<file path="src/rtl/thl_pkg.sv">
// Shared types and constants of the thermal head line sequencer.
package thl_pkg;

  localparam int CFG_IDX_W  = 3;
  localparam int CFG_DATA_W = 16;

  localparam logic [11:0] LINE_DOTS_RST  = 12'd1280;
  localparam logic [15:0] HEAT_TICKS_RST = 16'd300;
  localparam logic [7:0]  WAIT_TICKS_RST = 8'd1;

  typedef enum logic [1:0] {
    ST_NONE     = 2'd0,
    ST_BLANK    = 2'd1,
    ST_PRINTED  = 2'd2,
    ST_REJECTED = 2'd3
  } status_t;

  typedef struct packed {
    logic [11:0] line_dots;
    logic [15:0] heat_ticks;
    logic [7:0]  latch_low_ticks;
    logic [7:0]  data_in_ticks;
    logic [7:0]  latch_high_ticks;
  } cfg_t;

  typedef struct packed {
    logic       command;
    logic [7:0] data_byte;
    logic       last_byte;
  } item_t;

  typedef struct packed {
    logic       latch_level;
    logic       strobe_on;
    logic       shift_valid;
    logic [7:0] shift_byte;
    logic       busy_res;
    logic [1:0] status;
  } res_t;

endpackage

</file>
<file path="src/rtl/thl_cfg_regs.sv">
// Configuration register file of the thermal head line sequencer.
module thl_cfg_regs (
  input  logic                              clk,
  input  logic                              rst_n,
  input  logic                              wr_en,
  input  logic [thl_pkg::CFG_IDX_W-1:0]     wr_index,
  input  logic [thl_pkg::CFG_DATA_W-1:0]    wr_data,
  output thl_pkg::cfg_t                     cfg
);

  localparam logic [thl_pkg::CFG_IDX_W-1:0] IDX_LINE_DOTS  = 3'd0;
  localparam logic [thl_pkg::CFG_IDX_W-1:0] IDX_HEAT       = 3'd1;
  localparam logic [thl_pkg::CFG_IDX_W-1:0] IDX_LATCH_LOW  = 3'd2;
  localparam logic [thl_pkg::CFG_IDX_W-1:0] IDX_DATA_IN    = 3'd3;
  localparam logic [thl_pkg::CFG_IDX_W-1:0] IDX_LATCH_HIGH = 3'd4;

  thl_pkg::cfg_t cfg_r;
  thl_pkg::cfg_t cfg_nxt;

  always_comb begin
    cfg_nxt = cfg_r;
    if (wr_en) begin
      unique case (wr_index)
        IDX_LINE_DOTS:  cfg_nxt.line_dots        = wr_data[11:0];
        IDX_HEAT:       cfg_nxt.heat_ticks       = wr_data;
        IDX_LATCH_LOW:  cfg_nxt.latch_low_ticks  = wr_data[7:0];
        IDX_DATA_IN:    cfg_nxt.data_in_ticks    = wr_data[7:0];
        IDX_LATCH_HIGH: cfg_nxt.latch_high_ticks = wr_data[7:0];
        default:        cfg_nxt = cfg_r;
      endcase
    end
  end

  always_ff @(posedge clk) begin
    if (!rst_n) begin
      cfg_r.line_dots        <= thl_pkg::LINE_DOTS_RST;
      cfg_r.heat_ticks       <= thl_pkg::HEAT_TICKS_RST;
      cfg_r.latch_low_ticks  <= thl_pkg::WAIT_TICKS_RST;
      cfg_r.data_in_ticks    <= thl_pkg::WAIT_TICKS_RST;
      cfg_r.latch_high_ticks <= thl_pkg::WAIT_TICKS_RST;
    end else begin
      cfg_r <= cfg_nxt;
    end
  end

  assign cfg = cfg_r;

endmodule

</file>
<file path="src/rtl/thl_line_mem.sv">
// Line byte store: one write port, one read port with registered data.
module thl_line_mem #(
  parameter int DEPTH = 256,
  parameter int AW    = 8
) (
  input  logic          clk,
  input  logic          wr_en,
  input  logic [AW-1:0] wr_addr,
  input  logic [7:0]    wr_data,
  input  logic [AW-1:0] rd_addr,
  output logic [7:0]    rd_data
);

  logic [7:0] mem [DEPTH];
  logic [7:0] rd_data_r;

  always_ff @(posedge clk) begin
    if (wr_en) begin
      mem[wr_addr] <= wr_data;
    end
  end

  always_ff @(posedge clk) begin
    rd_data_r <= mem[rd_addr];
  end

  assign rd_data = rd_data_r;

endmodule

</file>
<file path="src/rtl/thl_seq.sv">
// Line collection and print phase sequencer around the line store.
module thl_seq #(
  parameter int MAX_LINE_BYTES = 256,
  parameter int AW             = 8,
  parameter int CW             = 9
) (
  input  logic           clk,
  input  logic           rst_n,
  input  thl_pkg::cfg_t  cfg,
  input  logic           exec,
  input  thl_pkg::item_t item,
  input  logic [7:0]     rd_data,
  output logic [AW-1:0]  rd_addr,
  output logic           wr_en,
  output logic [AW-1:0]  wr_addr,
  output logic [7:0]     wr_data,
  output thl_pkg::res_t  res
);

  localparam int LW = (CW > 9) ? CW : 9;

  typedef enum logic [5:0] {
    PH_IDLE       = 6'b000001,
    PH_LATCH_LOW  = 6'b000010,
    PH_SHIFT      = 6'b000100,
    PH_DATA_IN    = 6'b001000,
    PH_LATCH_HIGH = 6'b010000,
    PH_HEAT       = 6'b100000
  } phase_t;

  phase_t        phase_r, phase_nxt;
  logic [15:0]   timer_r, timer_nxt;
  logic [CW-1:0] emit_r, emit_nxt;
  logic [CW-1:0] br_r, br_nxt;
  logic          ink_r, ink_nxt;

  logic [LW-1:0] dots_bytes;
  logic [CW-1:0] lb, ds, off, e, e_inc, e_rel;
  logic          pad, e_lt_lb, more;
  logic [15:0]   t_dec;
  logic          t_done;
  logic          room;

  assign dots_bytes = LW'(cfg.line_dots[11:3]);
  assign lb      = (dots_bytes > LW'(MAX_LINE_BYTES)) ? CW'(MAX_LINE_BYTES) : CW'(dots_bytes);
  assign ds      = (br_r < lb) ? br_r : lb;
  assign off     = lb - ds;
  assign e       = (phase_r == PH_LATCH_LOW) ? '0 : emit_r;
  assign e_inc   = e + CW'(1);
  assign e_rel   = e - off;
  assign pad     = (e < off);
  assign e_lt_lb = (e < lb);
  assign more    = (e_inc < lb);
  assign t_dec   = (timer_r == 16'd0) ? 16'd0 : timer_r - 16'd1;
  assign t_done  = (t_dec == 16'd0);
  assign room    = (br_r < CW'(MAX_LINE_BYTES));

  assign rd_addr = e_rel[AW-1:0];
  assign wr_addr = br_r[AW-1:0];
  assign wr_data = item.data_byte;

  thl_pkg::status_t st;
  logic             sv;
  logic [7:0]       sb;
  logic             run_shift, step_din, step_lh, step_heat;

  always_comb begin
    phase_nxt = phase_r;
    timer_nxt = timer_r;
    emit_nxt  = emit_r;
    br_nxt    = br_r;
    ink_nxt   = ink_r;
    st        = thl_pkg::ST_NONE;
    sv        = 1'b0;
    sb        = 8'h00;
    wr_en     = 1'b0;
    run_shift = 1'b0;
    step_din  = 1'b0;
    step_lh   = 1'b0;
    step_heat = 1'b0;
    if (exec) begin
      if (!item.command) begin
        if (phase_r != PH_IDLE) begin
          st = thl_pkg::ST_REJECTED;
        end else begin
          if (room) begin
            wr_en  = 1'b1;
            br_nxt = br_r + CW'(1);
          end
          ink_nxt = ink_r | (item.data_byte != 8'h00);
          if (item.last_byte) begin
            if (!ink_nxt) begin
              br_nxt  = '0;
              ink_nxt = 1'b0;
              st      = thl_pkg::ST_BLANK;
            end else begin
              phase_nxt = PH_LATCH_LOW;
              timer_nxt = 16'(cfg.latch_low_ticks);
            end
          end
        end
      end else begin
        unique case (phase_r)
          PH_IDLE: begin
          end
          PH_LATCH_LOW: begin
            timer_nxt = t_dec;
            if (t_done) begin
              run_shift = 1'b1;
              emit_nxt  = '0;
            end
          end
          PH_SHIFT: run_shift = 1'b1;
          PH_DATA_IN: begin
            timer_nxt = t_dec;
            step_din  = t_done;
          end
          PH_LATCH_HIGH: begin
            timer_nxt = t_dec;
            step_lh   = t_done;
          end
          PH_HEAT: begin
            timer_nxt = t_dec;
            step_heat = t_done;
          end
          default: phase_nxt = PH_IDLE;
        endcase
        if (run_shift) begin
          if (e_lt_lb) begin
            sv       = 1'b1;
            sb       = pad ? 8'h00 : rd_data;
            emit_nxt = e_inc;
          end
          if (e_lt_lb && more) begin
            phase_nxt = PH_SHIFT;
          end else begin
            timer_nxt = 16'(cfg.data_in_ticks);
            if (cfg.data_in_ticks != 8'd0) phase_nxt = PH_DATA_IN;
            else step_din = 1'b1;
          end
        end
        if (step_din) begin
          timer_nxt = 16'(cfg.latch_high_ticks);
          if (cfg.latch_high_ticks != 8'd0) phase_nxt = PH_LATCH_HIGH;
          else step_lh = 1'b1;
        end
        if (step_lh) begin
          timer_nxt = cfg.heat_ticks;
          if (cfg.heat_ticks != 16'd0) phase_nxt = PH_HEAT;
          else step_heat = 1'b1;
        end
        if (step_heat) begin
          phase_nxt = PH_IDLE;
          timer_nxt = 16'd0;
          emit_nxt  = '0;
          br_nxt    = '0;
          ink_nxt   = 1'b0;
          st        = thl_pkg::ST_PRINTED;
        end
      end
    end
  end

  always_comb begin
    res.latch_level = !((phase_nxt == PH_LATCH_LOW) || (phase_nxt == PH_SHIFT) ||
                         (phase_nxt == PH_DATA_IN));
    res.strobe_on   = (phase_nxt == PH_HEAT);
    res.shift_valid = sv;
    res.shift_byte  = sb;
    res.busy_res    = (phase_nxt != PH_IDLE);
    res.status      = st;
  end

  always_ff @(posedge clk) begin
    if (!rst_n) begin
      phase_r <= PH_IDLE;
      timer_r <= 16'd0;
      emit_r  <= '0;
      br_r    <= '0;
      ink_r   <= 1'b0;
    end else if (exec) begin
      phase_r <= phase_nxt;
      timer_r <= timer_nxt;
      emit_r  <= emit_nxt;
      br_r    <= br_nxt;
      ink_r   <= ink_nxt;
    end
  end

`ifndef ASSERT_OFF
  a_write_idle: assert property (@(posedge clk) disable iff (!rst_n)
    wr_en |-> (phase_r == PH_IDLE))
    else $error("line store written during print sequence");

  a_count_bound: assert property (@(posedge clk) disable iff (!rst_n)
    br_r <= CW'(MAX_LINE_BYTES))
    else $error("received byte count beyond line store depth");

  a_shift_phase: assert property (@(posedge clk) disable iff (!rst_n)
    (exec && res.shift_valid) |-> ((phase_r == PH_SHIFT) || (phase_r == PH_LATCH_LOW)))
    else $error("byte shifted outside shift phase");

  a_printed_clear: assert property (@(posedge clk) disable iff (!rst_n)
    (exec && (res.status == thl_pkg::ST_PRINTED)) |=> ((phase_r == PH_IDLE) && (br_r == '0)))
    else $error("line state not cleared after print");
`endif

endmodule

</file>
<file path="src/rtl/thermal_head_line_sequencer.sv">
// Top level of the thermal head line sequencer: handshakes, item and result registers.
//
//  channel  direction  payload
//  in_      slave      tdata[7:0] data_byte, tuser command, tlast last_byte
//  out_     master     tdata latch/strobe/shift_valid/shift_byte/busy/status
//  cfg_     slave      cfg_index register number, cfg_data write value
//
// Each transaction has an accept step that reads the line store and an update
// step that updates the sequencer state and loads the result register.
// A result waiting in the output register does not block the next input
// transaction; the update cycle waits until the output register is free.
// Reset clears control state and reloads the configuration defaults; the line store is not cleared.
// cfg_ready is always high.
module thermal_head_line_sequencer #(
  parameter int MAX_LINE_BYTES = 256
) (
  input  logic                           clk,
  input  logic                           rst_n,
  input  logic                           in_tvalid,
  output logic                           in_tready,
  input  logic [7:0]                     in_tdata,   // [7:0] data_byte
  input  logic                           in_tuser,   // [0] command
  input  logic                           in_tlast,
  output logic                           out_tvalid,
  input  logic                           out_tready,
  // [0] latch_level, [1] strobe_on, [2] shift_valid, [10:3] shift_byte,
  // [11] busy_res, [13:12] status, [15:14] zero
  output logic [15:0]                    out_tdata,
  input  logic                           cfg_valid,
  output logic                           cfg_ready,
  input  logic [thl_pkg::CFG_IDX_W-1:0]  cfg_index,
  input  logic [thl_pkg::CFG_DATA_W-1:0] cfg_data
);

  localparam int AW = (MAX_LINE_BYTES > 1) ? $clog2(MAX_LINE_BYTES) : 1;
  localparam int CW = $clog2(MAX_LINE_BYTES + 1);

  typedef enum logic [1:0] {
    CTL_ACCEPT = 2'b01,
    CTL_EXEC   = 2'b10
  } ctl_t;

  ctl_t           ctl_r, ctl_nxt;
  thl_pkg::item_t item_r;
  thl_pkg::res_t  res, res_r;
  logic           out_valid_r, out_valid_nxt;
  logic           in_fire, out_fire, exec;
  thl_pkg::cfg_t  cfg;
  logic [AW-1:0]  rd_addr, wr_addr;
  logic [7:0]     rd_data, wr_data;
  logic           wr_en;

  assign cfg_ready = 1'b1;
  assign in_tready = (ctl_r == CTL_ACCEPT);
  assign in_fire   = in_tvalid && in_tready;
  assign out_fire  = out_valid_r && out_tready;
  assign exec      = (ctl_r == CTL_EXEC) && (!out_valid_r || out_tready);

  always_comb begin
    ctl_nxt = ctl_r;
    unique case (ctl_r)
      CTL_ACCEPT: if (in_fire) ctl_nxt = CTL_EXEC;
      CTL_EXEC:   if (exec) ctl_nxt = CTL_ACCEPT;
      default:    ctl_nxt = CTL_ACCEPT;
    endcase
  end

  always_comb begin
    out_valid_nxt = out_valid_r;
    if (out_fire) out_valid_nxt = 1'b0;
    if (exec) out_valid_nxt = 1'b1;
  end

  always_ff @(posedge clk) begin
    if (!rst_n) begin
      ctl_r       <= CTL_ACCEPT;
      out_valid_r <= 1'b0;
    end else begin
      ctl_r       <= ctl_nxt;
      out_valid_r <= out_valid_nxt;
    end
  end

  always_ff @(posedge clk) begin
    if (in_fire) begin
      item_r.command   <= in_tuser;
      item_r.data_byte <= in_tdata;
      item_r.last_byte <= in_tlast;
    end
    if (exec) begin
      res_r <= res;
    end
  end

  thl_cfg_regs u_cfg (
    .clk      (clk),
    .rst_n    (rst_n),
    .wr_en    (cfg_valid && cfg_ready),
    .wr_index (cfg_index),
    .wr_data  (cfg_data),
    .cfg      (cfg)
  );

  thl_line_mem #(
    .DEPTH (MAX_LINE_BYTES),
    .AW    (AW)
  ) u_mem (
    .clk     (clk),
    .wr_en   (wr_en),
    .wr_addr (wr_addr),
    .wr_data (wr_data),
    .rd_addr (rd_addr),
    .rd_data (rd_data)
  );

  thl_seq #(
    .MAX_LINE_BYTES (MAX_LINE_BYTES),
    .AW             (AW),
    .CW             (CW)
  ) u_seq (
    .clk     (clk),
    .rst_n   (rst_n),
    .cfg     (cfg),
    .exec    (exec),
    .item    (item_r),
    .rd_data (rd_data),
    .rd_addr (rd_addr),
    .wr_en   (wr_en),
    .wr_addr (wr_addr),
    .wr_data (wr_data),
    .res     (res)
  );

  assign out_tvalid = out_valid_r;
  assign out_tdata  = {2'b00, res_r.status, res_r.busy_res, res_r.shift_byte,
                       res_r.shift_valid, res_r.strobe_on, res_r.latch_level};

`ifndef ASSERT_OFF
  a_accept_gap: assert property (@(posedge clk) disable iff (!rst_n)
    in_fire |=> !in_tready)
    else $error("input accepted while previous transaction in flight");
`endif

endmodule
</file>
<file path="config.mk">
export PLATFORM = sky130hd
export DESIGN_NAME = thermal_head_line_sequencer
export DESIGN_NICKNAME = d
export VERILOG_FILES = /design/src/rtl/thl_pkg.sv /design/src/rtl/thl_cfg_regs.sv /design/src/rtl/thl_line_mem.sv /design/src/rtl/thl_seq.sv /design/src/rtl/thermal_head_line_sequencer.sv
export SDC_FILE = /design/constraint.sdc
export NUM_CORES = 2
export LEC_CHECK = 0
export BUFFER_PORTS_ARGS = -buffer_cell sky130_fd_sc_hd__buf_2
export CAP_MARGIN = 20
export CORE_MARGIN = 4
export CORE_UTILIZATION = 57
export CTS_CLUSTER_SIZE = 24
export DETAILED_ROUTE_END_ITERATION = 12
export PLACE_DENSITY = 0.79
export SKIP_LAST_GASP = 1
export SLEW_MARGIN = 10
export SYNTH_ARGS = -nofsm -noshare
export SYNTH_HDL_FRONTEND = slang
export SYNTH_HIERARCHICAL = 1
export SYNTH_SLANG_ARGS = --single-unit
</file>
<file path="constraint.sdc">
create_clock -name clk -period 6.43 [get_ports clk]
set_input_delay 1.286 -clock clk [delete_from_list [all_inputs] [get_ports clk]]
set_output_delay 1.286 -clock clk [all_outputs]
set_load 0.05 [all_outputs]
</file>
; Yosys cells after proc, flatten, opt, wreduce, memory -nomap -nowiden
; Memory sizes are Yosys's and may differ from the RTL's. A register that Yosys moved wholly into a read port is not among the register bits.
; Index checks and enable logic that the tools add are counted.
[op_classes]
n_mux = 81
n_reduce_logical = 32
n_lt_le_gt_ge = 6
addsub = 5
eq_ne = 22
bitwise = 4
[ops]
columns = operator, count
row1 = $mux 16, 11
row2 = $mux 9, 14
row3 = $mux 6, 14
row4 = $lt 9x9->1, 4
row5 = $mux 1, 34
row6 = $logic_not 16->1, 2
row7 = $reduce_bool 8->1, 3
row8 = $add 9x1->9 const B, 2
row9 = $reduce_and 2->1, 8
row10 = $reduce_bool 16->1, 1
row11 = $sub 16x1->16 const B, 1
row12 = $eq 6x2->1 const B, 2
row13 = $eq 6x3->1 const B, 2
row14 = $eq 6x4->1 const B, 2
row15 = $eq 6x6->1 const B, 2
row16 = $mux 2, 6
row17 = $ne 6x1->1 const B, 2
row18 = $gt 9x9->1 const B, 1
row19 = $lt 9x9->1 const B, 1
row20 = $sub 9x9->9, 1
row21 = $reduce_or 4->1, 2
row22 = $sub 8x8->8, 1
row23 = $eq 3x2->1 const B, 2
row24 = $eq 6x1->1 const B, 1
row25 = other kinds (19), 31
[word_totals]
word_cells = 172
in_bits = 34
memories = 1
reg_bits = 120
out_inout_bits = 19
ramBits = 2048
[memory_table]
columns = memory, words, width, rd, rd_clocked_by_memory_dff, write_ports, line_no
row1 = u_mem.mem, 256, 8, 1, 1, 1, thl_line_mem.sv:14  ; logic [7:0] mem [DEPTH];

; Logic depth before layout (Yosys ltp)
[depth]
depth_word = 23
depth_mapped = 34

; Modules after synthesis
; Netlist, hierarchy kept.
[by_module_without_submodules]
columns = mod, seq_area_each_um2, area_each_um2, n_inst, cells_each
row1 = thl_line_mem, 61659.1, 79556.3, 1, 3733
row2 = thl_seq, 820.8, 4929.7, 1, 679
row3 = thl_cfg_regs, 1041.0, 1995.7, 1, 197
row4 = thermal_head_line_sequencer, 780.7, 877.1, 1, 41

; Least setup slack after synthesis
; OpenSTA, ideal clock, no wires.
[synth_path]
kind = flip-flop to flip-flop
start = reg u_cfg.cfg_r, in the netlist u_cfg/cfg[51]
end = reg u_mem.rd_data_r[7] (netlist: u_mem/rd_data[7]), read port of u_mem.mem
path_stages_with_launch = 35
t_required_ns = 6.303
path_slack_ns = -0.025
t_arrival_ns = 6.327
synth_period_minus_slack_ns = 6.455
cell_sequence = dfxtp_1 > inv_1 > nand2_1 > ha_1 > a21o_1 > a21o_1 > a21o_1 > a21o_1 > a21o_1 > a21o_1 > a21o_1 > a21oi_2 > mux2_2 > ha_1 > inv_1 > fa_1 > inv_1 > ha_1 > nor2b_1 > o21ai_0 > a21boi_0 > o21ai_0 > a21boi_0 > o21ai_0 > nand2_1 > nor2_1 > nor2_1 > buf_4 > nor3b_1 > clkbuf_1 > o221ai_1 > nand2_1 > a21oi_1 > nor4_1 > nor4_1
[synth_via]
elab_chain_cells = 6
[synth_lines]
columns = item, line_no
row1 = "start, declared", thl_cfg_regs.sv:17  ; thl_pkg::cfg_t cfg_r;
row2 = "start signal, assigned", thl_cfg_regs.sv:42  ; cfg_r <= cfg_nxt;
row3 = $gt 9x9->1, thl_seq.sv:45  ; assign lb = (dots_bytes > LW'(MAX_LINE_BYTES)) ? CW'(MAX_LINE_BYTES) : CW'(dots_bytes);
row4 = $mux 9 (*), thl_seq.sv:45
row5 = $lt 9x9->1, thl_seq.sv:46  ; assign ds = (br_r < lb) ? br_r : lb;
row6 = $mux 9, thl_seq.sv:46
row7 = $sub 9x9->9 (*), thl_seq.sv:47  ; assign off = lb - ds;
row8 = $sub 8x8->8 (*), thl_seq.sv:50  ; assign e_rel = e - off;
row9 = via rd_addr[7], thermal_head_line_sequencer.sv:49  ; logic [AW-1:0] rd_addr, wr_addr;
row10 = "end, declared", thl_line_mem.sv:15  ; logic [7:0] rd_data_r;
; Mark *: on every way through the listed nets, which the timed path passes. The rest lies on a longest branch.
; A chain may end at the register's enable or synchronous reset.

; Final worst setup path
[layout_path]
start = reg u_cfg.cfg_r, in the netlist u_cfg/cfg[51]
end = reg u_mem.rd_data_r[1] (netlist: u_mem/rd_data[1]), read port of u_mem.mem
; The elaborated chain is that of the path after synthesis.

==> impl_metrics.tcl <==
set metrics [dict create \
    port_buffers 49 \
    required_ps 7140 \
    hpwlAfterDp_um 136000 \
    whs_ps 468 \
    vias 48500 \
    worst-setup-path-type "flop to flop" \
    fin_area_um2 98800 \
    slowest_delay_ps 430 \
    place_congestion 0.972 \
    nNetsFinal 5041 \
    syn_area_per_cell_um2 18.8 \
    worst_r2r_startpoint "u_cfg/cfg[51]" \
    max_cap_viol_count 0 \
    io_pins 53 \
    finClkSkew_ps 41.7 \
    insertion_delay_ps 850 \
    cp_slowest_cell "fa_1" \
    cts_tree "built" \
    cp_max_fo 5 \
    startpoint "u_cfg/cfg[51]" \
    vdd_ir_drop_max_v 0.000221 \
    cts.sinks 2173 \
    hp-start "u_cfg/cfg[45]" \
    drt_iter0_markers 7236 \
    grt_max_degree 199 \
    drt_pass1_iterations 7 \
    core-area_um2 152000 \
    worst_slew_pin_slew_ps 1170 \
    finalCritPeriodShare 0.993 \
    cp_common_cell "a21o_1" \
    cp-end-kind "flop" \
    synthToLayoutAreaGrowth_pct 13.2 \
    drc 0 \
    path_clk_slew_ps 60 \
    detail-route-antenna-nets 0 \
    die_w_um 399 \
    min_period_ps 6390 \
    post_drt_wl_per_cell_um 31.6 \
    yosysWarnings 6 \
    cts_buffers 200 \
    dpl-instance-area_um2 91300 \
    p_per_area_nw_per_um2 306 \
    floorplan.initialDensity 0.574 \
    maxSlewViolCount 0 \
    cts_buffer_depth 3 \
    core.rowCount 143 \
    arrival_ps 7090 \
    via_per_inst 6.77 \
    h-tree-depth 4 \
    status "completed" \
    crit_path_start_kind "flop" \
    grt_pass1_vias 47400 \
    grt_usage 0.284 \
    syn-cell-area_um2 87300 \
    max_freq_mhz 157 \
    gr-total-overflow 0 \
    finalSetupViolations 0 \
    antenna_found_initial 11 \
    drive_gt1_frac 0.250 \
    dieArea_um2 159000 \
    slew_headroom 0.221 \
    die_height_um 399 \
    root_buffer "clkbuf_16" \
    power.total_uw 30200 \
    grt_pass1_wl_um 328000 \
    synthesis.instances 4641 \
    leakagePower_uw 0.0307 \
    drt_wl_total_um 226000 \
    holdCritPathClass "flop to flop" \
    hold_viol_final 0 \
]
[final timing paths]
| path | endpoint | slack [ps] | depth (start not counted) |
|---|---|---|---|
| worst min register to register | u_cfg/cfg[45] | 470 | 2 |
| worst max register to register | u_mem/rd_data[1] | 40 | 36 |
| worst max-delay path | u_mem/rd_data[1] | 40 | 36 |
| worst min-delay path | u_cfg/cfg[45] | 470 | 2 |
[timing repair]
item,4_1_cts,5_1_grt
setup buffers,12,19
setup endpoints to repair,8,8
gates resized for setup,38,80
endpoints found under the hold margin,0,0
hold buffers,0,0
pin swaps,9,33
cloned,2,1
[layout make-up]
type | instances | area [µm²]
Sequential cell | 2173 | 64200
Timing Repair Buffer | 410 | 3670
Timing Repair inverter | 1 | 8.76
Clock buffer | 259 | 5310
Multi-Input combinational cell | 2134 | 21700
Antenna cell | 6 | 15.0
Fill cell | 9538 | 53300
Tap cell | 2030 | 2540
Inverter | 41 | 190
Clock inverter | 114 | 1150
[stage by stage]
step | worst slack [ps] | cells | util | TNS [ps]
after global placement | -520 | 6750 | 0.601 | -2660
after detailed placement | -530 | 6750 | 0.601 | -2800
after global routing | -124 | 7163 | 0.650 | -553
final | 44.1 | 7168 | 0.650 | 0
after CTS | -11.8 | 7137 | 0.645 | -17.2
after floorplan | 66.6 | 4642 | - | 0
[power by group]
part           total (µW)  internal, µW  switching, µW
Sequential          15600         15600           68.4
Combinational        2880          1110           1770
Clock               11700          6580           5160
Total               30200         23200           7000
[worst max-delay path, delay by kind of cell, from the launching register on]
family,cells,cell delay (ps)
flops,1,340
mux,1,330
compound gates,15,2370
buf+inv,7,920
simple gates,9,1260
fa+ha+maj,4,1030
[routing by layer]
layer,track usage,vias up,share of wire
met5,0,-,0.00019
met3,0.0756,660,0.13
met4,0.129,6,0.053
li1,-,19500,-
met1,0.390,24700,0.35
met2,0.431,3582,0.46
[registers in the layout, summed over array words and instances (netlist names)]
signal,flops
u_mem/mem,2048
u_seq/br_r,9
u_seq/emit_r,9
u_seq/phase_r,6
item_r,10
u_seq/timer_r,16
u_seq/ink_r,1
out_tvalid,1
u_cfg/cfg,49
ctl_r,2
out_tdata,14
u_mem/rd_data,8
[cell usage in the layout, fill, tap and decap left out, types with 43 or more instances in the layout]
| master | instances |
|---|---|
| a21oi_1 | 142 |
| a22oi_1 | 138 |
| buf_12 | 43 |
| buf_2 | 49 |
| buf_4 | 303 |
| clkbuf_1 | 53 |
| clkbuf_16 | 202 |
| dfxtp_1 | 100 |
| edfxtp_1 | 2072 |
| mux2i_1 | 197 |
| mux4_2 | 454 |
| nand2_1 | 169 |
| nand3_1 | 45 |
| nor2_1 | 339 |
| nor2b_1 | 45 |
| o21ai_0 | 48 |
Note: power is estimated with default switching activity, not from simulation.
